## src/rtl/core/fqa_pkg.sv

```systemverilog
// Shared types and constants for the Q24.8 fixed-point ALU.
// Depends on nothing; every other file of the block imports it.
package fqa_pkg;

    localparam int RAW_W = 32;

    localparam logic signed [RAW_W-1:0] RAW_MAX = {1'b0, {(RAW_W-1){1'b1}}};
    localparam logic signed [RAW_W-1:0] RAW_MIN = {1'b1, {(RAW_W-1){1'b0}}};

    typedef enum logic [3:0] {
        FN_ADD      = 4'd0,
        FN_SUB      = 4'd1,
        FN_MUL      = 4'd2,
        FN_DIV      = 4'd3,
        FN_GT       = 4'd4,
        FN_LT       = 4'd5,
        FN_GE       = 4'd6,
        FN_LE       = 4'd7,
        FN_EQ       = 4'd8,
        FN_NE       = 4'd9,
        FN_MIN      = 4'd10,
        FN_MAX      = 4'd11,
        FN_INC      = 4'd12,
        FN_DEC      = 4'd13,
        FN_TO_INT   = 4'd14,
        FN_FROM_INT = 4'd15
    } t_func;

    typedef enum logic [1:0] {
        ERR_NONE = 2'd0,
        ERR_OVF  = 2'd1,
        ERR_DIV0 = 2'd2
    } t_err;

    // Everything that rides alongside the divider chain.
    typedef struct packed {
        t_func                   func;
        logic signed [RAW_W-1:0] res;
        logic                    cmp;
        t_err                    err;
        logic                    neg;
        logic [2*RAW_W-1:0]      prod;
    } t_side;

    // Saturate a 33-bit signed sum into 32 bits; the top bit of the
    // return value is the overflow flag.
    function automatic logic [RAW_W:0] sat33(input logic signed [RAW_W:0] v);
        logic ovf;
        logic [RAW_W-1:0] r;
        ovf = v[RAW_W] != v[RAW_W-1];
        if (ovf) begin
            r = v[RAW_W] ? RAW_MIN : RAW_MAX;
        end else begin
            r = v[RAW_W-1:0];
        end
        return {ovf, r};
    endfunction

endpackage

```

## src/rtl/core/fqa_div_step.sv

```systemverilog
// One restoring-division stage: one quotient bit per beat, side data carried.
// Depends on fqa_pkg.
module fqa_div_step import fqa_pkg::*; #(
    parameter int NW = 40
) (
    input  logic             i_clk,
    input  logic             i_rst_n,
    input  logic             i_valid,
    output logic             o_ready,
    input  t_side            i_side,
    input  logic [NW-1:0]    i_num,
    input  logic [RAW_W-1:0] i_rem,
    input  logic [NW-1:0]    i_quot,
    input  logic [RAW_W-1:0] i_den,
    output logic             o_valid,
    input  logic             i_ready,
    output t_side            o_side,
    output logic [NW-1:0]    o_num,
    output logic [RAW_W-1:0] o_rem,
    output logic [NW-1:0]    o_quot,
    output logic [RAW_W-1:0] o_den
);

    logic             r_v;
    t_side            r_side;
    logic [NW-1:0]    r_num, r_quot;
    logic [RAW_W-1:0] r_rem, r_den;

    logic [RAW_W:0]   trial, diff;
    logic             ge;

    assign o_ready = !r_v || i_ready;

    always_comb begin
        trial = {i_rem, i_num[NW-1]};
        diff  = trial - {1'b0, i_den};
        ge    = trial >= {1'b0, i_den};
    end

    always_ff @(posedge i_clk) begin
        if (!i_rst_n) begin
            r_v <= 1'b0;
        end else if (o_ready) begin
            r_v <= i_valid;
        end
        if (o_ready && i_valid) begin
            r_side <= i_side;
            r_num  <= {i_num[NW-2:0], 1'b0};
            r_rem  <= ge ? diff[RAW_W-1:0] : trial[RAW_W-1:0];
            r_quot <= {i_quot[NW-2:0], ge};
            r_den  <= i_den;
        end
    end

    assign o_valid = r_v;
    assign o_side  = r_side;
    assign o_num   = r_num;
    assign o_rem   = r_rem;
    assign o_quot  = r_quot;
    assign o_den   = r_den;

endmodule

```

## config.mk

```make
export PLATFORM = sky130hd
export DESIGN_NAME = fqa_div_step
export DESIGN_NICKNAME = d
export VERILOG_FILES = /design/src/rtl/core/fqa_pkg.sv /design/src/rtl/core/fqa_div_step.sv
export SDC_FILE = /design/constraint.sdc
export NUM_CORES = 1
export LEC_CHECK = 0
export BUFFER_PORTS_ARGS = -buffer_cell sky130_fd_sc_hd__buf_2
export CAP_MARGIN = 20
export CORE_AREA = 3 3 195 197
export DETAILED_ROUTE_END_ITERATION = 12
export DIE_AREA = 0 0 198 200
export GPL_ROUTABILITY_DRIVEN = 0
export PLACE_DENSITY_LB_ADDON = 0.2
export SLEW_MARGIN = 20
export SYNTH_ARGS = -nofsm -noshare
export SYNTH_HDL_FRONTEND = slang
export SYNTH_SLANG_ARGS = --single-unit
```

## constraint.sdc

```tcl
create_clock -name i_clk -period 8.35 [get_ports i_clk]
set_input_delay 0.835 -clock i_clk [delete_from_list [all_inputs] [get_ports i_clk]]
set_output_delay 0.835 -clock i_clk [all_outputs]
set_load 0.05 [all_outputs]
```

Word level (Yosys, flattened, before mapping):

Index checks and enable logic that the tools add are counted.

* output and inout bits: 250
* register bits after elaboration: 248
* word-level logic and storage cells: 17
* input bits: 252

* reductions and logical operators: 3
* multiplexer cells: 1
* add/subtract/negate cells: 1
* $lt $le $gt $ge: 1

Operators by type and width (number)
* $ge A33 B32 Y1: 1
* $mux W32: 1
* $sub A32 B32 Y32: 1
* $logic_and A1 B1 Y1: 1
* $logic_not A1 Y1: 1
* $logic_or A1 B1 Y1: 1

Longest topological paths before layout:

* word-level depth: 3
* gate-level depth with buffers: 13

Worst setup path after synthesis:

No wires, ideal clock.

* path type: input port to flip-flop
* from: input port i_ready
* to: register r_den[0], in the netlist o_den[0] (enable)
* arrival: 6.966 ns
* library setup time: 0.638 ns
* path slack: 0.746 ns
* cell stages on the path: 2
* path through: nand2b_1 -> and2_1

* word-level cells in the longest chain between the ends: 2

RTL lines
* from (decl): line fqa_div_step.sv:16 `input logic i_ready,`
* $logic_or A1 B1 Y1: line fqa_div_step.sv:32 `assign o_ready = !r_v || i_ready;`
* $logic_and A1 B1 Y1: line fqa_div_step.sv:46 `if (o_ready && i_valid) begin`
* to (signal assigned): line fqa_div_step.sv:51 `r_den <= i_den;`
* to (decl): line fqa_div_step.sv:27 `logic [RAW_W-1:0] r_rem, r_den;`

No other way between the ends.
A chain may end at the register's enable or synchronous reset.

Final worst setup path:

* from: input port i_den[16]
* to: register r_rem[10], in the netlist o_rem[10], data pin

* word-level cells in the longest chain between the ends: 2

RTL lines
* from (decl): line fqa_div_step.sv:14 `input logic [RAW_W-1:0] i_den,`
* $ge A33 B32 Y1: line fqa_div_step.sv:37 `ge = trial >= {1'b0, i_den};`
* $mux W32: line fqa_div_step.sv:49 `r_rem <= ge ? diff[RAW_W-1:0] : trial[RAW_W-1:0];`
* to (signal assigned): line fqa_div_step.sv:49
* to (decl): line fqa_div_step.sv:27

No other way between the ends.

==> metrics.md <==
| Metric | Value |
|---|---|
| Total Routed Length | between 30 and 40 mm |
| Final core utilization | 37.7% |
| Final Skew | between 10 and 15 ps |
| Vias after detailed routing | approximately 7000 |
| Setup TNS Final | 0 ps |
| Asr flop ratio synth | 0% |
| Post-route ant nets | 0 |
| Final hold slack | 463 ps |
| Status | complete, no violations |
| Peak supply drop | 0.000158 V |
| Hold_buf cts | 0 |
| Vias in the first global route | 6984 |
| Critical Path RT | 8640 ps |
| Max-cap violation count | 0 |
| Flop-to-flop setup slack | 5310 ps |
| Fin. max-slew vios | 0 |
| Synth top area share | roughly 75% |
| Int Power | 2390 uW |
| Clock Latency Late Sink | 540 ps |
| Slew @ Worst Pin | about 950 ps |
| Grt total ovfl | 0 |
| Logic gate share of total power | roughly a fifth |
| CP endpoint kind | flop |
| Worst hold path class | in2reg |
| Slowest Stage Delay on Critical Path | 830 ps |
| Sequential share of power | 43.9% |
| Syn Inst Count | between 500 and 600 |
| Ranking of synthesized cells by area | edfxtp_1 (75%), ha_1 (4.1%), a21oi_1 (1.8%), a21oi_2 (1.8%), inv_1 (1.5%) |
| Worst Path Arrival | 4640 ps |
| Drt first pass iters | 4 |
| Core Region | 36400 um2 |
| Layout area overhead | 39.5% |
| Fin crit share | 52.2% |
| I/O pin count | approximately 500 |
| Commonest non-fill, non-tap cell in the layout | buf_2 |
| Fin crit period | 4360 ps |
| Drt initial violations | 340 |
| FF-to-FF path depth | 4 |
| Sink Count | 248 |
| Drt drc | 0 |
| Post-synthesis register bit count | 248 |
| Nets | 1399 |
| Dpl ws | 3370 ps |
| Ys flop type | edfxtp_1 |
| Root Buffer Master | clkbuf_16 |
| Sw Share | 29.9% |
| Net Count, Synth | 883 |
| Area leader, netlist | edfxtp_1 |
| Die Ht | ~200 um |
| RSZ-0062 raised after global routing | false |
| Initial Util | a little over a quarter |
| Number of H-tree levels | 1 |
| Port buffer count | 499 |
| Most frequent cells in the layout | buf_2 (499), edfxtp_1 (247), inv_1 (39) |
| Longest Clk Path Bufs | 3 |
| Setup violators final | 0 |
| Max Clk Rate | 229 MHz |
| Worst setup SP type | input pin |
| Antenna violations before repair | 15 |
| # placed instances | 1551 |
| GRT Resource Usage Total | 15.3% |
| Yosys warning count | 0 |
| First-pass GRT wire length | between 40 and 50 mm |
| CP Cell Sequence | buf_2, inv_1, ha_1, nand4_1, or4_4, a21oi_2, nor3_2, a211oi_4, o21ai_2, o31ai_4, buf_4, mux2_2 |
| Syn avg cell area | 16.5 um2 |
| Post-Syn Area | 9850 um2 |
| Share of cells above drive strength 1 | 51.6% |
| Vias per cell | 4.33 |
| Routed length per instance | 20.4 um |
| Post_cts resized | 0 |
| Post-synth EDFFs | 247 |
| Worst path slowest cell | o31ai_4 |
| CTS tree | done |
| PD cells | approximately 250 nW/um2 |
| Clock transition at the registers of the reported paths | 60 ps |
| Postcts setup bufs | 0 |
| Filler-free cell count of the finished design | around 1600 |
| Worst hold stages | 1 |
| Die width | 198 um |
| Worst-path fanout max | 37 |
| Row cnt | 70 |
| Relative slew slack | 36.9% |
| Register area share after synthesis | about 76% |
| CP Class | in2reg |
| Reported net switching power | 1020 uW |
| Final-report hold violation count | 0 |
| Synth unique cells | 57 |
| Largest net degree at the start of global routing | 73 |
| Num CTS Buffers | 29 |
| DPL Wire Length | between 20 and 30 mm |
| Clock share of power | 36.0% |
| PnR worst setup slack | approximately 4000 ps |
| Die ar. | 39600 um2 |
| LEAKAGE | a little under 0.006 uW |
## per-layer routing
layer	share of wire [%]	vias to the layer above	track usage, %	wire (um)
li1	-	3300	-	-
met1	34	3273	15.7	11200
met2	53	294	28.6	17200
met3	9.6	69	5.89	3140
met4	3.2	18	5.45	1030
met5	0.36	-	0	117
## power groups by stage
stage / Clock [uW] / Combinational, uW / Sequential (uW)
6_report: 1220 / 683 / 1490
5_1_grt: 1320 / 726 / 1500
4_1_cts: 1270 / 693 / 1500
3_5_place_dp: 0 / 691 / 1520
3_3_place_gp: 0 / 688 / 1520
2_1_floorplan: 0 / 197 / 1830
## registers in the layout (all words and copies together) (netlist names)
name	cells
o_quot	40
o_side	104
o_den	32
o_rem	32
o_num	39
o_valid	1
## cells in the mapped netlist, drive strengths merged (3+ instances only)
library cell / count
mux2: 11
o21ai: 15
o21bai: 3
ha: 32
buf: 13
xor2: 11
a211oi: 3
nor4: 3
a21oi: 56
a21o: 13
clkbuf: 5
o21a: 7
nand2b: 4
o211ai: 5
nand3: 10
nand2: 26
xnor2: 16
and2: 3
edfxtp: 247
inv: 39
nand4: 9
nor2: 36
## logic make-up after synthesis
logic type,share of synthesized area [%]
other,0.0381
multiplexers,1.51
XOR/XNOR,2.40
flip-flops,75.5
adder cells (fa/ha/maj),4.27
AND/OR/NAND/NOR,4.98
AO/OA/AOI/OAI,8.35
buffers and inverters,2.95
## metrics by stage
step | instance area, um2 | total power, uW
2_1_floorplan | 9850 | 2030
3_3_place_gp | 12800 | 2210
3_5_place_dp | 12800 | 2210
4_1_cts | 13700 | 3460
5_1_grt | 13700 | 3550
6_report | 13700 | 3400
## final cells by class
cell class	count	area, um2
diodes	6	15.0
clock buffers	34	744
clock inverters	16	164
fillers	3588	22700
inverters	39	146
multi-input cells	293	2120
flip-flops and latches	248	7440
well taps	468	586
repair buffers	503	2530
## worst max-delay path, delay by kind of cell
kind | cells | cell delay (ps)
AOI/OAI and AO/OA | 4 | 1390
and+or+nand+nor | 3 | 850
adders and majority gates | 1 | 420
muxes | 1 | 390
buffers and inverters | 3 | 710
## worst paths after layout
path         startpoint          to
min          i_side[69]  o_side[69]
min reg2reg     o_valid     o_valid
max           i_den[16]   o_rem[10]
max reg2reg     o_valid  o_quot[35]
Note: power is estimated with default switching activity, not from simulation.
