$ cat src/rtl/core/fqa_pkg.sv
// Shared types and constants for the Q24.8 fixed-point ALU.
// Depends on nothing; every other file of the block imports it.
package fqa_pkg;

    localparam int RAW_W = 32;

    localparam logic signed [RAW_W-1:0] RAW_MAX = {1'b0, {(RAW_W-1){1'b1}}};
    localparam logic signed [RAW_W-1:0] RAW_MIN = {1'b1, {(RAW_W-1){1'b0}}};

    typedef enum logic [3:0] {
        FN_ADD      = 4'd0,
        FN_SUB      = 4'd1,
        FN_MUL      = 4'd2,
        FN_DIV      = 4'd3,
        FN_GT       = 4'd4,
        FN_LT       = 4'd5,
        FN_GE       = 4'd6,
        FN_LE       = 4'd7,
        FN_EQ       = 4'd8,
        FN_NE       = 4'd9,
        FN_MIN      = 4'd10,
        FN_MAX      = 4'd11,
        FN_INC      = 4'd12,
        FN_DEC      = 4'd13,
        FN_TO_INT   = 4'd14,
        FN_FROM_INT = 4'd15
    } t_func;

    typedef enum logic [1:0] {
        ERR_NONE = 2'd0,
        ERR_OVF  = 2'd1,
        ERR_DIV0 = 2'd2
    } t_err;

    // Everything that rides alongside the divider chain.
    typedef struct packed {
        t_func                   func;
        logic signed [RAW_W-1:0] res;
        logic                    cmp;
        t_err                    err;
        logic                    neg;
        logic [2*RAW_W-1:0]      prod;
    } t_side;

    // Saturate a 33-bit signed sum into 32 bits; the top bit of the
    // return value is the overflow flag.
    function automatic logic [RAW_W:0] sat33(input logic signed [RAW_W:0] v);
        logic ovf;
        logic [RAW_W-1:0] r;
        ovf = v[RAW_W] != v[RAW_W-1];
        if (ovf) begin
            r = v[RAW_W] ? RAW_MIN : RAW_MAX;
        end else begin
            r = v[RAW_W-1:0];
        end
        return {ovf, r};
    endfunction

endpackage

$ cat src/rtl/core/fqa_front.sv
// Front two stages: decode, the simple operations, magnitudes and the product.
// Depends on fqa_pkg.
module fqa_front import fqa_pkg::*; #(
    parameter int FRACTION_BITS = 8
) (
    input  logic                               i_clk,
    input  logic                               i_rst_n,
    input  logic                               i_valid,
    output logic                               o_ready,
    input  logic [3:0]                         i_func,
    input  logic signed [RAW_W-1:0]            i_a,
    input  logic signed [RAW_W-1:0]            i_b,
    output logic                               o_valid,
    input  logic                               i_ready,
    output t_side                              o_side,
    output logic [RAW_W+FRACTION_BITS-1:0]     o_num,
    output logic [RAW_W-1:0]                   o_den
);

    localparam int F = FRACTION_BITS;

    logic                    r_va, r_vb;
    t_func                   r_func;
    logic signed [RAW_W-1:0] r_res;
    logic                    r_cmp;
    t_err                    r_err;
    logic                    r_neg;
    logic [RAW_W-1:0]        r_mag_a, r_mag_b;
    t_side                   r_side;
    logic [RAW_W-1:0]        r_num_hi;
    logic [RAW_W-1:0]        r_den;

    logic rdy_a, rdy_b;

    t_func                   n_func;
    logic signed [RAW_W-1:0] n_res;
    logic                    n_cmp;
    t_err                    n_err;

    logic signed [RAW_W:0] a33, b33, bias;
    logic [RAW_W:0]        s_add, s_sub, s_inc, s_dec;
    logic signed [RAW_W:0] trunc;
    logic [F:0]            top_bits;
    logic                  from_ovf;
    logic                  lt, gt, eq;

    assign rdy_b   = !r_vb || i_ready;
    assign rdy_a   = !r_va || rdy_b;
    assign o_ready = rdy_a;

    always_comb begin
        n_func   = t_func'(i_func);
        a33      = {i_a[RAW_W-1], i_a};
        b33      = {i_b[RAW_W-1], i_b};
        s_add    = sat33(a33 + b33);
        s_sub    = sat33(a33 - b33);
        s_inc    = sat33(a33 + (RAW_W+1)'(1));
        s_dec    = sat33(a33 - (RAW_W+1)'(1));
        // Rounding toward zero: bias negative values before the shift.
        bias     = {{(RAW_W+1-F){1'b0}}, {F{i_a[RAW_W-1]}}};
        trunc    = (a33 + bias) >>> F;
        top_bits = i_a[RAW_W-1 -: F+1];
        from_ovf = !((&top_bits) || !(|top_bits));
        lt       = i_a < i_b;
        gt       = i_a > i_b;
        eq       = i_a == i_b;
        n_res    = '0;
        n_cmp    = 1'b0;
        n_err    = ERR_NONE;
        unique case (n_func)
            FN_ADD:      begin n_res = s_add[RAW_W-1:0]; n_err = s_add[RAW_W] ? ERR_OVF : ERR_NONE; end
            FN_SUB:      begin n_res = s_sub[RAW_W-1:0]; n_err = s_sub[RAW_W] ? ERR_OVF : ERR_NONE; end
            FN_MUL:      n_res = '0;
            FN_DIV:      n_res = '0;
            FN_GT:       n_cmp = gt;
            FN_LT:       n_cmp = lt;
            FN_GE:       n_cmp = !lt;
            FN_LE:       n_cmp = !gt;
            FN_EQ:       n_cmp = eq;
            FN_NE:       n_cmp = !eq;
            FN_MIN:      n_res = lt ? i_a : i_b;
            FN_MAX:      n_res = gt ? i_a : i_b;
            FN_INC:      begin n_res = s_inc[RAW_W-1:0]; n_err = s_inc[RAW_W] ? ERR_OVF : ERR_NONE; end
            FN_DEC:      begin n_res = s_dec[RAW_W-1:0]; n_err = s_dec[RAW_W] ? ERR_OVF : ERR_NONE; end
            FN_TO_INT:   n_res = trunc[RAW_W-1:0];
            FN_FROM_INT: begin
                if (from_ovf) begin
                    n_res = i_a[RAW_W-1] ? RAW_MIN : RAW_MAX;
                    n_err = ERR_OVF;
                end else begin
                    n_res = {i_a[RAW_W-1-F:0], {F{1'b0}}};
                end
            end
        endcase
    end

    always_ff @(posedge i_clk) begin
        if (!i_rst_n) begin
            r_va <= 1'b0;
            r_vb <= 1'b0;
        end else begin
            if (rdy_a) begin
                r_va <= i_valid;
            end
            if (rdy_b) begin
                r_vb <= r_va;
            end
        end
        if (rdy_a && i_valid) begin
            r_func  <= n_func;
            r_res   <= n_res;
            r_cmp   <= n_cmp;
            r_err   <= n_err;
            r_neg   <= i_a[RAW_W-1] ^ i_b[RAW_W-1];
            r_mag_a <= i_a[RAW_W-1] ? RAW_W'(0) - i_a : i_a;
            r_mag_b <= i_b[RAW_W-1] ? RAW_W'(0) - i_b : i_b;
        end
        if (rdy_b && r_va) begin
            r_side.func <= r_func;
            r_side.res  <= r_res;
            r_side.cmp  <= r_cmp;
            r_side.err  <= r_err;
            r_side.neg  <= r_neg;
            r_side.prod <= r_mag_a * r_mag_b;
            r_num_hi    <= r_mag_a;
            r_den       <= r_mag_b;
        end
    end

    assign o_valid = r_vb;
    assign o_side  = r_side;
    assign o_num   = {r_num_hi, {F{1'b0}}};
    assign o_den   = r_den;

endmodule

$ cat config.mk
export PLATFORM = sky130hd
export DESIGN_NAME = fqa_front
export DESIGN_NICKNAME = d
export VERILOG_FILES = /design/src/rtl/core/fqa_pkg.sv /design/src/rtl/core/fqa_front.sv
export SDC_FILE = /design/constraint.sdc
export NUM_CORES = 2
export LEC_CHECK = 0
export BUFFER_PORTS_ARGS = -buffer_cell sky130_fd_sc_hd__buf_4
export CAP_MARGIN = 20
export CORE_MARGIN = 4
export CORE_UTILIZATION = 58
export DETAILED_ROUTE_END_ITERATION = 7
export PLACE_DENSITY = 0.79
export SLEW_MARGIN = 10
export SYNTH_ARGS = -nofsm -noshare
export SYNTH_HDL_FRONTEND = slang
export SYNTH_SLANG_ARGS = --single-unit
$ cat constraint.sdc
create_clock -name i_clk -period 7.8 [get_ports i_clk]
set_clock_uncertainty 0.1 [all_clocks]
set_input_delay 0 -clock i_clk [delete_from_list [all_inputs] [get_ports i_clk]]
set_output_delay 0 -clock i_clk [all_outputs]
set_load 0.02 [all_outputs]
Yosys cells after proc, flatten, opt, wreduce, memory -nomap -nowiden

Cells that the tools add are included.

Add/sub/neg operators: 7
Eq/ne operators: 18
$mul: 1
Reduce and logical (&&, ||, !) cells: 14
Multiplexer cells: 22
Bitwise gates (word level): 1
Magnitude comparators: 2

Operators by type and width:

| operator                                                              | number |
|---|---|
| 32-bit 2-to-1 mux                                                     | 12 |
| 32-bit case mux with 8 select lines                                   | 1 |
| 32-bit by 32-bit multiplier with 64-bit output                        | 1 |
| 1-bit by 32-bit subtractor with 32-bit output (first input constant)  | 2 |
| 31-bit 2-to-1 mux                                                     | 2 |
| 32-bit by 2-bit adder with 33-bit output (second input constant)      | 1 |
| 32-bit by 32-bit adder with 33-bit output                             | 1 |
| 32-bit by 9-bit adder with 33-bit output                              | 1 |
| 32-bit by 2-bit subtractor with 33-bit output (second input constant) | 1 |
| 32-bit by 32-bit subtractor with 33-bit output                        | 1 |
| 32-bit == test                                                        | 1 |
| 4-bit == test (second input constant)                                 | 8 |
| 32-bit greater-than comparator                                        | 1 |
| 32-bit less-than comparator                                           | 1 |
| 4-bit by 3-bit == test with 1-bit output (second input constant)      | 4 |
| 9-bit AND reduction                                                   | 1 |
| 9-bit OR reduction                                                    | 1 |
| 1-bit zero test                                                       | 6 |
| 1-bit case mux with 6 select lines                                    | 1 |
| 1-bit 2-to-1 mux                                                      | 5 |
| 1-bit case mux with 5 select lines                                    | 1 |
| 4-bit by 1-bit == test with 1-bit output (second input constant)      | 1 |
| 4-bit zero test                                                       | 1 |
| 1-bit inequality test                                                 | 4 |
| 3 further kinds                                                       | 6 |

Output and inout port bits: 178
Input port bits: 72
Register bits after elaboration: 274
Word-level logic and storage cells: 84

Logic depth before layout (Yosys ltp)

Depth in word-level cells: 5
Depth in mapped cells: 30
Mapped depth without buffers: 28

Worst setup path after synthesis

Ideal clock, no wire load.

Path type: flip-flop to flip-flop
From: reg r_vb, in the netlist o_valid
To: reg r_den[0], in the netlist o_den[0] (enable)
Slack: -0.950 ns
Data required time: 6.984 ns
Arrival: 7.934 ns
Period minus slack after synthesis: 8.750 ns
Stages on the path, launching flop included: 3
Path buffers: 0
Library setup time: 0.716 ns
Path through: dfxtp_1 nor2b_1 nor2b_1

Cells in the longest elaborated chain, start to end: 3

RTL lines:

| what                     | RTL line         | RTL |
|---|---|---|
| start: declaration       | fqa_front.sv:22  | `logic r_va, r_vb;` |
| start signal: assignment | fqa_front.sv:106 | `r_vb <= r_va;` |
| 1-bit zero test          | fqa_front.sv:47  | `assign rdy_b = !r_vb \|\| i_ready;` |
| 1-bit logical OR         | fqa_front.sv:47  |  |
| 1-bit logical AND        | fqa_front.sv:118 | `if (rdy_b && r_va) begin` |
| end signal: assignment   | fqa_front.sv:126 | `r_den <= r_mag_b;` |
| end: declaration         | fqa_front.sv:31  | `logic [RAW_W-1:0] r_den;` |

Every way passes these cells.
A chain may end at the register's enable or synchronous reset.

Worst setup path in the final report

From: reg r_mag_a[14]
To: reg r_side, in the netlist o_side[63], data pin

Cells in the longest elaborated chain, start to end: 1

RTL lines:

| what                                           | RTL line         | RTL |
|---|---|---|
| start: declaration                             | fqa_front.sv:28  | `logic [RAW_W-1:0] r_mag_a, r_mag_b;` |
| start signal: assignment                       | fqa_front.sv:115 | `r_mag_a <= i_a[RAW_W-1] ? RAW_W'(0) - i_a : i_a;` |
| 32-bit by 32-bit multiplier with 64-bit output | fqa_front.sv:124 | `r_side.prod <= r_mag_a * r_mag_b;` |
| end: declaration                               | fqa_front.sv:29  | `t_side r_side;` |

Every way passes these cells.

==> run_results.csv <==
group,metric,value,unit
sta,whs,0.0481,ns
synthesis,synth_edf_count,270,
worst_setup_path,cp-start-kind,"register",
routing,dr.pass1.iters,8,
synthesis,synthDistinctLibCells,83,
synthesis,synthMuxAreaShare,0.462,%
synthesis,netlist_instances,5426,
finish,finalNetCount,7089,
routing,wire_per_inst,22.6,um
sta,fin_crit,7.78,ns
routing,ant_nets,0,
cts,clock_sinks,272,
placement,portBuffers,240,
cts,cts_root_buffer,"clkbuf_16",
sta,rsz0062_at_grt,"yes",
sta,layout_setup_ws,0.0242,ns
worst_setup_path,cpMostUsedCell,"fa_1",
sta,slew_violations,0,
synthesis,synthArstFlopShare,0,%
worst_setup_path,worstPathRequired,8.07,ns
worst_setup_path,slowest_stage,"fa_1",
finish,drive_above_1_share,12.1,%
synthesis,synth_compound_area_share,8.64,%
global_route,grt_antenna_before_repair,4,
cts,cts.path.max_buffers,3,
synthesis,synth_simple_gate_area_share,16.7,%
sta,fin_setup_tns,0,ns
cts,cts_made_buffers,31,
routing,via_per_inst,5.90,
worst_setup_path,critPathKind,"reg2reg",
finish,fin_util,67.6,%
global_route,grt_pass1_wl,239000,um
sta,finalSetupViolations,0,
global_route,grtUsageTotal,33.6,%
die,start_util,58.8,%
worst_hold_path,hp-class,"in2reg",
die,core,85700,um2
global_route,grt.busiest_layer,"met2",
status,status,"finished, violations left",
synthesis,avgSynthCellArea,9.29,um2
global_route,grt_use_met2,53.7,%
cts,tritoncts,"built",
cts,path_clk_slew,0.06,ns
synthesis,synth_ff_type,"edfxtp_1",
worst_setup_path,cp_slowest_stage_delay,0.57,ns
routing,wl,157000,um
die,die_w,303,um
sta,relSlewSlack,25.3,%
global_route,use_met3,6.19,%
cts,h-tree-depth,1,
cts,clk_latency,0.63,ns
global_route,grt_overflow,0,
synthesis,synth_area,50400,um2
worst_setup_path,end_kind,"register",
job,drv_cap,0,
synthesis,yosysSeqAreaShare,16.2,%
routing,vias,41000,
sta,worst_slew_pin_slew,1.12,ns
routing,drtIter0Drc,4256,
sta,max_clock_freq,129,MHz
status,failed_checks,"design-rule violations",
worst_setup_path,cp_top_family,"adder cells",
worst_setup_path,crit_path_max_fanout,18,
synthesis,yosysWarnings,0,
routing,drc,2,
sta,hold_viol_final,0,
die,ioPinCount,250,
global_route,grt_max_degree,117,
synthesis,synth_xor_area_share,4.39,%
synthesis,synth_seq_cells,272,
global_route,met1_usage,46.2,%
global_route,grt_pass1_vias,42500,
worst_setup_path,crit_arrival,8.05,ns
placement,hpwlAfterDp,120000,um
finish,area_growth,14.8,%
die,die_area,91700,um2
placement,place_ws,-0.540,ns
placement,gp_congestion,1.01,
synthesis,yosys.area_share.adder,44.0,%
sta,fin_crit_sh,99.7,%
die,rows,107,
synthesis,synth_top_family_by_area,"adder cells",
die,chipHeight,303,um
worst_setup_path,critPathBufInv,9,
[worst register-to-register path: cells and delay by family (launching register included)]
kind	cells	cell delay [ns]
adder cells (fa/ha/maj)	9	4.34
AO/OA/AOI/OAI	5	0.70
flip-flops	1	0.50
AND/OR/NAND/NOR	4	0.71
XOR/XNOR	1	0.15
buffers and inverters	9	1.05
[repair_timing]
action | CTS | global route
cloned | 1 | 5
setup buffers | 10 | 29
hold endpoints to repair | 133 | 0
resized for setup | 30 | 85
pin swaps | 4 | 49
hold buffers | 117 | 0
endpoints found under the setup margin | 15 | 22
[layer usage]
layer	vias up	part of all wire (%)
met5	-	0.0083
met4	2	4.4
met3	431	10
met2	2319	46
met1	20500	39
li1	17700	-
[state kept, by name, indices dropped and copies added, names as in the netlist]
| signal | flops |
|---|---|
| r_va | 1 |
| r_mag_b | 32 |
| r_cmp | 1 |
| r_neg | 1 |
| r_num_hi | 32 |
| o_side | 103 |
| r_mag_a | 32 |
| r_res | 32 |
| o_den | 32 |
| r_func | 4 |
| r_err | 1 |
| o_valid | 1 |
[kinds of logic after synthesis]
| group | after synthesis |
|---|---|
| buffers and inverters | 1267 |
| AO/OA/AOI/OAI | 709 |
| other | 1 |
| multiplexers | 23 |
| AND/OR/NAND/NOR | 1665 |
| adder cells (fa/ha/maj) | 1236 |
| flip-flops | 272 |
| XOR/XNOR | 253 |
[final timing paths]
| check | startpoint | slack [ns] | end | depth (start not counted) |
|---|---|---|---|---|
| max | r_mag_a[14] | 0.02 | o_side[63] | 28 |
| min | i_rst_n | 0.05 | r_va | 3 |
| max reg2reg | r_mag_a[14] | 0.02 | o_side[63] | 28 |
| min reg2reg | r_func[3] | 0.32 | o_side[103] | 0 |
[cell usage after synthesis (all sizes together) (10+ instances only)]
cell type | n | area share [%]
o211ai | 15 | 0.22
o31ai | 18 | 0.27
nand2 | 628 | 4.7
o21ai | 141 | 1.4
or3 | 47 | 0.60
or4 | 21 | 0.32
o21a | 18 | 0.27
edfxtp | 270 | 16
a221oi | 10 | 0.17
and3 | 16 | 0.20
a31oi | 26 | 0.32
or2 | 17 | 0.22
a21oi | 297 | 3.0
nand4 | 35 | 0.43
nand3 | 53 | 0.53
inv | 923 | 6.9
xor2 | 69 | 1.2
xnor2 | 184 | 3.2
buf | 38 | 0.44
o21bai | 34 | 0.51
ha | 337 | 8.4
nor4 | 22 | 0.27
and2 | 564 | 7.0
nor2b | 25 | 0.31
clkbuf | 304 | 2.3
nor2 | 153 | 1.1
o221ai | 24 | 0.42
a21o | 42 | 0.63
fa | 898 | 36
mux2i | 21 | 0.42
nor3 | 48 | 0.49
a211oi | 13 | 0.19
nand2b | 20 | 0.25
[cell usage in the layout (no fill, tap or decap), types with 12 or more instances in the layout]
cell type | synthesis | final
nor2_1 | 152 | 150
or4_1 | 20 | 20
buf_4 | 10 | 480
o21ai_0 | 130 | 119
mux2i_1 | 21 | 21
edfxtp_1 | 270 | 270
o31ai_1 | 18 | 16
o21bai_1 | 34 | 33
nor4_1 | 22 | 21
o21a_1 | 18 | 18
nor3_1 | 47 | 45
a21o_1 | 42 | 42
or2_2 | 15 | 15
o211ai_1 | 15 | 15
nand2_1 | 627 | 626
o21ai_1 | 11 | 12
buf_6 | 4 | 13
a21oi_1 | 296 | 288
buf_12 | 0 | 40
fa_1 | 898 | 888
xor2_1 | 69 | 69
a211oi_1 | 13 | 12
nand4_1 | 35 | 35
inv_1 | 923 | 918
nand3_1 | 53 | 52
or3_1 | 45 | 44
xnor2_1 | 184 | 182
clkbuf_16 | 0 | 35
a31oi_1 | 26 | 24
nor2b_1 | 25 | 23
nand2b_1 | 20 | 20
ha_1 | 337 | 327
dlygate4sd3_1 | 0 | 117
and2_1 | 562 | 558
o221ai_1 | 24 | 24
and3_1 | 16 | 16
[per-stage QoR]
stage / cells / cell area [um2]
floorplan: 5434 / 50500
global route: 6949 / 57900
CTS: 6914 / 57200
finish: 6949 / 57900
global placement: 6731 / 54800
detailed placement: 6731 / 54800
[cell type report]
class	instances	area, um2
fillers	6522	27800
clock inverters	19	216
flip-flops and latches	272	8150
multi-input cells	3895	37900
repair buffers	657	5870
well taps	1144	1430
clock buffers	36	815
diodes	1	2.50
inverters	925	3470
Power is not shown: default switching activity piles up to over one toggle a cycle in this logic, so the estimate is an artifact.
