[src/rtl/core/fqa_pkg.sv]
// Shared types and constants for the Q24.8 fixed-point ALU.
// Depends on nothing; every other file of the block imports it.
package fqa_pkg;

    localparam int RAW_W = 32;

    localparam logic signed [RAW_W-1:0] RAW_MAX = {1'b0, {(RAW_W-1){1'b1}}};
    localparam logic signed [RAW_W-1:0] RAW_MIN = {1'b1, {(RAW_W-1){1'b0}}};

    typedef enum logic [3:0] {
        FN_ADD      = 4'd0,
        FN_SUB      = 4'd1,
        FN_MUL      = 4'd2,
        FN_DIV      = 4'd3,
        FN_GT       = 4'd4,
        FN_LT       = 4'd5,
        FN_GE       = 4'd6,
        FN_LE       = 4'd7,
        FN_EQ       = 4'd8,
        FN_NE       = 4'd9,
        FN_MIN      = 4'd10,
        FN_MAX      = 4'd11,
        FN_INC      = 4'd12,
        FN_DEC      = 4'd13,
        FN_TO_INT   = 4'd14,
        FN_FROM_INT = 4'd15
    } t_func;

    typedef enum logic [1:0] {
        ERR_NONE = 2'd0,
        ERR_OVF  = 2'd1,
        ERR_DIV0 = 2'd2
    } t_err;

    // Everything that rides alongside the divider chain.
    typedef struct packed {
        t_func                   func;
        logic signed [RAW_W-1:0] res;
        logic                    cmp;
        t_err                    err;
        logic                    neg;
        logic [2*RAW_W-1:0]      prod;
    } t_side;

    // Saturate a 33-bit signed sum into 32 bits; the top bit of the
    // return value is the overflow flag.
    function automatic logic [RAW_W:0] sat33(input logic signed [RAW_W:0] v);
        logic ovf;
        logic [RAW_W-1:0] r;
        ovf = v[RAW_W] != v[RAW_W-1];
        if (ovf) begin
            r = v[RAW_W] ? RAW_MIN : RAW_MAX;
        end else begin
            r = v[RAW_W-1:0];
        end
        return {ovf, r};
    endfunction

endpackage

[src/rtl/core/fqa_back.sv]
// Back two stages: rounding of product and quotient, then sign, saturation
// and result selection into the output register. Depends on fqa_pkg.
module fqa_back import fqa_pkg::*; #(
    parameter int FRACTION_BITS = 8
) (
    input  logic                            i_clk,
    input  logic                            i_rst_n,
    input  logic                            i_valid,
    output logic                            o_ready,
    input  t_side                           i_side,
    input  logic [RAW_W+FRACTION_BITS-1:0]  i_quot,
    input  logic [RAW_W-1:0]                i_rem,
    input  logic [RAW_W-1:0]                i_den,
    output logic                            o_valid,
    input  logic                            i_ready,
    output logic signed [RAW_W-1:0]         o_result,
    output logic                            o_cmp,
    output logic [1:0]                      o_err
);

    localparam int F = FRACTION_BITS;
    localparam int MW = 2 * RAW_W;

    logic                    r_vr, r_vz;
    t_side                   r_side;
    logic [MW-1:0]           r_mag;
    logic                    r_div0;
    logic signed [RAW_W-1:0] r_result;
    logic                    r_cmp;
    t_err                    r_err;

    logic rdy_r, rdy_z;

    logic [MW-1:0]           n_mag;
    logic                    div_up;
    logic signed [RAW_W-1:0] n_result;
    logic                    n_cmp;
    t_err                    n_err;
    logic                    ovf;
    logic [RAW_W-1:0]        signed_val;

    assign rdy_z   = !r_vz || i_ready;
    assign rdy_r   = !r_vr || rdy_z;
    assign o_ready = rdy_r;

    always_comb begin
        // Half an LSB or more of remainder rounds the magnitude up.
        div_up = {i_rem, 1'b0} >= {1'b0, i_den};
        if (i_side.func == FN_DIV) begin
            n_mag = MW'(i_quot) + MW'(div_up);
        end else begin
            n_mag = (i_side.prod + (MW'(1) << (F - 1))) >> F;
        end
    end

    always_comb begin
        signed_val = r_side.neg ? RAW_W'(0) - r_mag[RAW_W-1:0] : r_mag[RAW_W-1:0];
        if (r_side.neg) begin
            ovf = r_mag > MW'({1'b1, {(RAW_W-1){1'b0}}});
        end else begin
            ovf = r_mag > MW'(RAW_MAX);
        end
        n_result = r_side.res;
        n_cmp    = r_side.cmp;
        n_err    = r_side.err;
        if (r_side.func == FN_MUL || r_side.func == FN_DIV) begin
            n_cmp = 1'b0;
            if (r_div0) begin
                n_result = '0;
                n_err    = ERR_DIV0;
            end else if (ovf) begin
                n_result = r_side.neg ? RAW_MIN : RAW_MAX;
                n_err    = ERR_OVF;
            end else begin
                n_result = signed_val;
                n_err    = ERR_NONE;
            end
        end
    end

    always_ff @(posedge i_clk) begin
        if (!i_rst_n) begin
            r_vr <= 1'b0;
            r_vz <= 1'b0;
        end else begin
            if (rdy_r) begin
                r_vr <= i_valid;
            end
            if (rdy_z) begin
                r_vz <= r_vr;
            end
        end
        if (rdy_r && i_valid) begin
            r_side <= i_side;
            r_mag  <= n_mag;
            r_div0 <= (i_side.func == FN_DIV) && (i_den == '0);
        end
        if (rdy_z && r_vr) begin
            r_result <= n_result;
            r_cmp    <= n_cmp;
            r_err    <= n_err;
        end
    end

    assign o_valid  = r_vz;
    assign o_result = r_result;
    assign o_cmp    = r_cmp;
    assign o_err    = r_err;

endmodule
[config.mk]
export PLATFORM = sky130hd
export DESIGN_NAME = fqa_back
export DESIGN_NICKNAME = d
export VERILOG_FILES = /design/src/rtl/core/fqa_pkg.sv /design/src/rtl/core/fqa_back.sv
export SDC_FILE = /design/constraint.sdc
export NUM_CORES = 1
export LEC_CHECK = 0
export CAP_MARGIN = 20
export CORE_MARGIN = 2
export CORE_UTILIZATION = 45
export CTS_CLUSTER_SIZE = 8
export DETAILED_ROUTE_END_ITERATION = 6
export DONT_BUFFER_PORTS = 1
export PLACE_DENSITY = 0.61
export SLEW_MARGIN = 20
export SYNTH_ARGS = -nofsm -noshare
export SYNTH_HDL_FRONTEND = slang
export SYNTH_SLANG_ARGS = --single-unit
[constraint.sdc]
create_clock -name i_clk -period 5.2 [get_ports i_clk]
set_input_delay 1.04 -clock i_clk [delete_from_list [all_inputs] [get_ports i_clk]]
set_output_delay 1.04 -clock i_clk [all_outputs]
set_load 0.01 [all_outputs]
# Word level (Yosys, flattened, before mapping)

Index checks and enable logic that the tools add are counted.

Register bits: 142
Bits in latches: 0
Memory bits (writable): 0
ROM bits: 0
Input port bits: 212
Logic and storage cells: 41
Memories kept: 0

$add $sub $neg: 3
Multiply operators: 0
Divide/modulo/power cells: 0
Order comparisons: 3
Equality and inequality tests: 3
Shifts and indexed selects: 0
Muxes and demuxes: 10
Bitwise logic cells: 0
Reduce and logical (&&, ||, !) cells: 9

Operator list:

| operator                                                         | count |
|---|---|
| 2-to-1 mux 32 bit                                                | 5 |
| adder 64 x 8 -> 64 bit (second input constant)                   | 1 |
| greater-than comparator 64 x 31 -> 1 bit (second input constant) | 1 |
| greater-than comparator 64 x 32 -> 1 bit (second input constant) | 1 |
| 2-to-1 mux 56 bit                                                | 1 |
| adder 40 x 1 -> 41 bit                                           | 1 |
| greater-or-equal comparator 33 x 32 -> 1 bit                     | 1 |
| logical NOT 32 bit                                               | 1 |
| subtractor 1 x 32 -> 32 bit (first input constant)               | 1 |
| == test 4 x 2 -> 1 bit (second input constant)                   | 3 |
| 2-to-1 mux 2 bit                                                 | 2 |
| logical AND 1 bit                                                | 3 |
| logical OR 1 bit                                                 | 3 |
| logical NOT 1 bit                                                | 2 |
| 2-to-1 mux 1 bit                                                 | 2 |

# Longest topological paths before layout

Gate-level depths: netlist of the first run.

Word-level depth: 5
Mapped depth: 16
Mapped depth without buffers: 15

# Least setup slack after synthesis of the first run

OpenSTA, ideal clock, no wires.

Kind: input-to-reg
From: input port i_den[12]
To: register r_mag[38] (data pin)
Setup time: 0.277 ns
Arrival: 3.962 ns
Required time: 4.923 ns
Setup slack: 0.961 ns
Cell stages on the path: 15
Path buffers: 0
Cells stage by stage: inv_1 -> ha_1 -> nand2_1 -> nor4_1 -> a311o_1 -> nand4_1 -> o211ai_1 -> a21o_1 -> ha_1 -> and4_1 -> nand3_1 -> or4_1 -> nor4_1 -> xnor2_1 -> mux2i_1

Cells in the longest elaborated chain, start to end: 3

Ends and longest elaborated chain:

| element                                      | line           | text |
|---|---|---|
| from (decl)                                  | fqa_back.sv:13 | `input logic [RAW_W-1:0] i_den,` |
| greater-or-equal comparator 33 x 32 -> 1 bit | fqa_back.sv:48 | `div_up = {i_rem, 1'b0} >= {1'b0, i_den};` |
| adder 40 x 1 -> 41 bit                       | fqa_back.sv:50 | `n_mag = MW'(i_quot) + MW'(div_up);` |
| 2-to-1 mux 56 bit                            | fqa_back.sv:49 | `if (i_side.func == FN_DIV) begin` |
| net n_mag[38]                                | fqa_back.sv:34 | `logic [MW-1:0] n_mag;` |
| to (signal assigned)                         | fqa_back.sv:95 | `r_mag <= n_mag;` |
| to (decl)                                    | fqa_back.sv:26 | `logic [MW-1:0] r_mag;` |

The timed path passes the listed nets, and every way through them passes these cells.
A chain may end at the register's enable or synchronous reset.

# Final worst setup path of the first run

Same ends and word-level chain as after synthesis.

==> results.yml, run 1 <==
critical_path:
  cpMaxStageDelayCell: "or4_1"
  end_kind: "flip-flop"
  r2r_cells: 8
  critPathKind: "input pin to flip-flop"
  r2r_start: "r_mag[0]"
  crit_arrival_ns: 4.58
  cp_top_family: "simple AND/OR/NAND/NOR gates"
  r2r_end: "o_result[28]"
  crit_required_ns: 5.33
  regToRegSetupSlack_ns: 1.35
  startpoint_type: "input pin"
  crit_chain: "inv_1 > ha_1 > nand2_1 > nor4_1 > a311o_1 > nand4_1 > o211ai_1 > a21o_1 > ha_1 > and4_1 > nand3_1 > or4_1 > nor4_1 > xnor2_1 > mux2i_1"
  crit_buf_inv: 1
  crit_fanout: 5
  cpPeakStageDelay_ns: 0.66
  crit_cells: 15
synthesis:
  synthSimpleGateAreaFrac_pct: 20.1
  synth_area_leaders: "edfxtp_1, xor2_1, xnor2_1"
  yosysSeqAreaShare_pct: 47.1
  synth_compound_area_share_pct: 10.0
  syn-instance-count: 825
  ys.flop_type: "edfxtp_1"
  synthXorXnorAreaFrac_pct: 12.0
  synth_top_family_by_area: "simple AND/OR/NAND/NOR gates"
  synth_area_um2: 8440
  syn-num-nets: 1072
  ys_top_cells_by_count: "edfxtp_1, nand2_1, xor2_1"
  synth_cell_type_count: 53
  synth.most_common_cell: "edfxtp_1"
  synth_adder_area_share_pct: 5.19
  async_reset_ff_share_pct: 0
  synth_top_area_cell: "edfxtp_1"
  syn_avg_cell_area_um2: 10.2
  synth.top_cell.area_share_pct: 46.6
  synth_edf_count: 131
  synthMuxAreaShare_pct: 2.18
  ys_warn_count: 0
  ys_seq_elements: 133
status:
  status: "complete, no violations"
route:
  finalWirelength_mm: 20.6
  drcViolationCount: 0
  drtIter0Drc: 407
  dr.pass1.iters: 4
  vias: 6180
  wire_per_inst_um: 19.3
  ant_nets: 0
  vias_per_cell: 5.79
cts:
  postCtsHoldBufs: 0
  postCtsSetupBuffers: 0
  htreeDepth: 4
  clk_latency_ns: 0.42
  clkTransAtPathRegs_ns: 0.06
  cts_root_buf: "clkbuf_16"
  cts_buffers: 17
  post_cts_resized: 0
  cts_tree: "yes"
  clock_path_buffers: 2
  cts_sinks: 133
min_path:
  hp-start: "r_side[65]"
  hold_class: "flip-flop to flip-flop"
  hold_depth: 2
  hold_end: "o_err[0]"
sta:
  fin_skew_ns: 0.0135
  slew_violations: 0
  maxSlewHeadroom_pct: 30.5
  rsz0062_at_grt: "false"
  fin_crit_sh_pct: 85.5
  fin_tns_setup_ns: 0
  setup_viol_count_final: 0
  hold_violations: 0
  fmax_mhz: 225
  worst_slew_pin_slew_ns: 1.03
  fin_crit_ns: 4.45
floorplan:
  rows: 50
  dieWidth_um: 141
  fp.dieH_um: 141
  initial_utilization_pct: 45.4
  core_um2: 18600
  die_area_um2: 19900
  ioPinCount: 249
power:
  power_density_nw_per_um2: 299
  irDropWorstVdd_uv: 177
  p_leak_nw: 3.13
global_route:
  grt_max_degree: 80
  grtUsageTotal_pct: 20.9
  grt_overflow_total: 0
  antenna_found_initial: 1
  grt_pass1_wl_mm: 32.5
  grt_pass1_vias: 6348
finish:
  design_area_um2: 9280
  finalNetCount: 1069
  area_growth_pct: 9.89
  fill_cells: 1674
  drive_above_1_share_pct: 5.64
  antenna-diode-count: 0
place:
  place_area_um2: 8660
  portBuffers: 0
  hpwl_mm: 16.4
  place_congestion: 0.872
job:
  drv_cap: 0
## routing by layer
layer  track usage [%]  part of all wire, %  vias up
li1                  -                    -     3075
met1              23.5                   40     2855
met2              35.0                   48      219
met3              9.38                  9.8       29
met4              8.53                  2.2        2
met5                 0                0.063        -
## placed cells by master (no fill, tap or decap), types with 12 or more instances in the layout
master,n
edfxtp_1,131
nand2_1,81
xor2_1,64
nor2_1,59
xnor2_1,52
inv_1,44
nand3_1,36
ha_1,35
nor4_1,34
a21oi_1,32
nand4_1,31
a22o_1,22
o21ai_0,17
clkbuf_16,17
nor3_1,16
mux2i_1,15
and3_1,12
## flip-flops by register name, summed over array words and instances (netlist names)
| register | cells |
|---|---|
| r_mag | 56 |
| r_side | 39 |
| o_result | 32 |
| o_err | 2 |
| o_cmp | 1 |
| o_valid | 1 |
| r_div0 | 1 |
| r_vr | 1 |
## kinds of logic (layout without fill, tap and decap cells)
family / count (synthesis) / count (layout)
AO/OA/AOI/OAI: 125 / 125
XOR/XNOR: 116 / 116
adder cells (fa/ha/maj): 35 / 35
buffers and inverters: 71 / 80
flip-flops: 133 / 133
multiplexers: 18 / 18
AND/OR/NAND/NOR: 327 / 327
## area by class of cell
type                    instances  area [um2]  share of cell area (%)
inverters                      44         165                    1.78
repair buffers                  5        37.5                   0.405
clock inverters                13         181                    1.96
multi-input cells             621        4200                    45.2
well taps                     234         293                    3.16
clock buffers                  18         429                    4.63
flip-flops and latches        133        3970                    42.8
## report_power, final
group	switching, mW	total (mW)	internal (mW)	leakage [nW]
Clock	0.446	1.24	0.798	0.290
Combinational	0.128	0.234	0.106	1.56
Sequential	0.0409	1.30	1.26	1.28
## how the worst max path moves through the flow
stage,slack (ns),start,end
after floorplan,0.96,i_den[12],r_mag[38]
after global placement,0.39,i_den[12],r_mag[38]
after detailed placement,0.27,i_den[12],r_mag[38]
after CTS,0.72,i_den[12],r_mag[38]
after global routing,0.38,i_den[12],r_mag[38]
final,0.75,i_den[12],r_mag[38]
## through the flow
stage	utilization [%]	setup slack, ns	power [mW]	hold slack [ns]	cells
4_1_cts	49.9	0.716	2.81	0.526	1068
3_5_place_dp	46.6	0.269	1.56	0.511	1037
2_1_floorplan	-	0.961	1.50	0.477	825
3_3_place_gp	46.6	0.390	1.55	0.504	1037
6_report	49.9	0.752	2.78	0.525	1068
5_1_grt	49.9	0.383	2.88	0.547	1068
## worst reg2reg max path, cell delays in order, from the launching register on
cell	delay, ns
edfxtp_1	0.41
inv_1	0.11
ha_1	0.17
or3b_2	0.53
or4_1	0.52
or4_1	0.50
a21oi_2	0.75
and2_1	0.45
a211oi_1	0.14
No activity file was read; power rests on OpenSTA's default activity.
==> run 2, diff against run 1 <==
--- a/config.mk
+++ b/config.mk
@@ -12,6 +12,7 @@
 export DETAILED_ROUTE_END_ITERATION = 6
 export DONT_BUFFER_PORTS = 1
 export PLACE_DENSITY = 0.61
+export RECOVER_POWER = 100
 export SLEW_MARGIN = 20
 export SYNTH_ARGS = -nofsm -noshare
 export SYNTH_HDL_FRONTEND = slang
==> run 2 against run 1 <==
Net effect: the flow now finishes with violations (max-capacitance violations, max-slew violations); clock skew fell by 0.0042 ns; setup slack improved by 0.023 ns; clock-buffer cell count did not move; cell count did not move; cell area fell by 0.32%; via count barely moved; combinational power barely moved; largest cell class unchanged; largest power group unchanged; highest routed layer unchanged.
==> results.yml, run 2 (synthesis results as in run 1) <==
route:
  vias_per_cell: 5.78
  drcViolationCount: 0
  finalWirelength_mm: 20.6
  dr.pass1.iters: 4
  ant_nets: 0
  vias: 6177
  wire_per_inst_um: 19.3
  drtIter0Drc: 425
finish:
  antenna-diode-count: 0
  largest_reg_flops: 56
  finalNetCount: 1069
  area_growth_pct: 9.53
  final_common_cell: "edfxtp_1"
  design_area_um2: 9250
  drive_above_1_share_pct: 4.68
  final_util_pct: 49.8
  layout_common_cells: "edfxtp_1, nand2_1, xor2_1"
  regMostFlops: "r_mag"
  fill_cells: 1681
sta:
  fin_skew_ns: 0.00924
  setup_viol_count_final: 0
  hold_violations: 0
  fin_crit_ns: 4.42
  fin_crit_sh_pct: 85.1
  fmax_mhz: 226
  whs_ns: 0.511
  rsz0062_at_grt: "false"
  maxSlewHeadroom_pct: -96.7
  slew_violations: 131
  worst_slew_pin_slew_ns: 2.95
  fin_tns_setup_ns: 0
floorplan:
  dieWidth_um: 141
  core_um2: 18600
  initial_utilization_pct: 45.4
  rows: 50
  ioPinCount: 249
  die_area_um2: 19900
  fp.dieH_um: 141
cts:
  post_cts_resized: 0
  clock_path_buffers: 2
  clk_latency_ns: 0.42
  postCtsHoldBufs: 0
  cts_buffers: 17
  clkTransAtPathRegs_ns: 0.06
  postCtsSetupBuffers: 0
  cts_root_buf: "clkbuf_16"
  cts_tree: "yes"
  htreeDepth: 4
  cts_sinks: 133
global_route:
  grt_pass1_wl_mm: 32.5
  grt_pass1_vias: 6348
  antenna_found_initial: 1
  grt_overflow_total: 0
  grt_max_degree: 80
  grtUsageTotal_pct: 20.9
place:
  place_area_um2: 8660
  hpwl_mm: 16.4
  portBuffers: 0
  place_congestion: 0.872
critical_path:
  crit_required_ns: 5.34
  critPathKind: "input pin to flip-flop"
  cpPeakStageDelay_ns: 0.65
  crit_chain: "inv_1 > ha_1 > nand2_1 > nor4_1 > a311o_1 > nand4_1 > o211ai_1 > a21o_1 > ha_1 > and4_1 > nand3_1 > or4_1 > nor4_1 > xnor2_1 > mux2i_1"
  crit_arrival_ns: 4.56
  end_kind: "flip-flop"
  startpoint_type: "input pin"
  cpMaxStageDelayCell: "or4_1"
  crit_fanout: 5
power:
  irDropWorstVdd_uv: 178
  p_leak_nw: 3.11
  power_density_nw_per_um2: 300
status:
  violations: "max-capacitance violations, max-slew violations"
  status: "finished with violations"
job:
  drv_cap: 3
min_path:
  hold_class: "flip-flop to flip-flop"
run 2: cell types whose count changed in the layout (fill, tap and decap cells not counted), sizes merged:
cell | previous run | this run
buf | 5 | 2
clkbuf | 18 | 21
run 2: worst paths after layout:
| kind | start | endpoint | slack, ns | depth (start not counted) |
|---|---|---|---|---|
| setup / recovery | i_den[12] | r_mag[38] | 0.78 | 15 |
| hold / removal | r_vr | o_valid | 0.51 | 1 |
| setup reg to reg | r_mag[0] | o_result[19] | 0.78 | 8 |
| hold reg to reg | r_vr | o_valid | 0.51 | 1 |
run 2: where the power goes:
| group | leakage (nW) | switching (mW) | internal, mW |
|---|---|---|---|
| logic | 1.54 | 0.128 | 0.103 |
| registers | 1.28 | 0.0408 | 1.26 |
| clock network | 0.290 | 0.447 | 0.798 |
| total | 3.11 | 0.615 | 2.16 |
run 2: area by class of cell:
cell class                      instances  area [um2]  area share [%]
Clock buffer                           18         429            4.64
Clock inverter                         13         181            1.96
Inverter                               44         165            1.79
Multi-Input combinational cell        621        4180            45.2
Sequential cell                       133        3970            43.0
Tap cell                              234         293            3.17
Timing Repair Buffer                    5        27.5           0.298
run 2: metal layers:
layer / wire, um / track usage [%] / share of wire [%] / up-vias
met1: 8170 / 23.5 / 40 / 2850
li1: - / - / - / 3073
met5: 13 / 0 / 0.063 / -
met2: 9890 / 35.0 / 48 / 222
met3: 2010 / 9.38 / 9.8 / 30
met4: 483 / 8.53 / 2.3 / 2
run 2: critical path: cells and delay by family:
| kind | cells | cell delay (ns) |
|---|---|---|
| AND/OR/NAND/NOR | 7 | 2.19 |
| AO/OA/AOI/OAI | 3 | 0.56 |
| adder cells (fa/ha/maj) | 2 | 0.45 |
| XOR/XNOR | 1 | 0.18 |
| multiplexers | 1 | 0.10 |
| buffers and inverters | 1 | 0.02 |
run 2: metrics by stage:
step / total power [mW] / worst slack (ns) / std cells
floorplan: 1.50 / 0.961 / 825
global placement: 1.55 / 0.390 / 1037
detailed placement: 1.56 / 0.269 / 1037
CTS: 2.81 / 0.716 / 1068
global route: 2.88 / 0.401 / 1068
finish: 2.78 / 0.775 / 1068
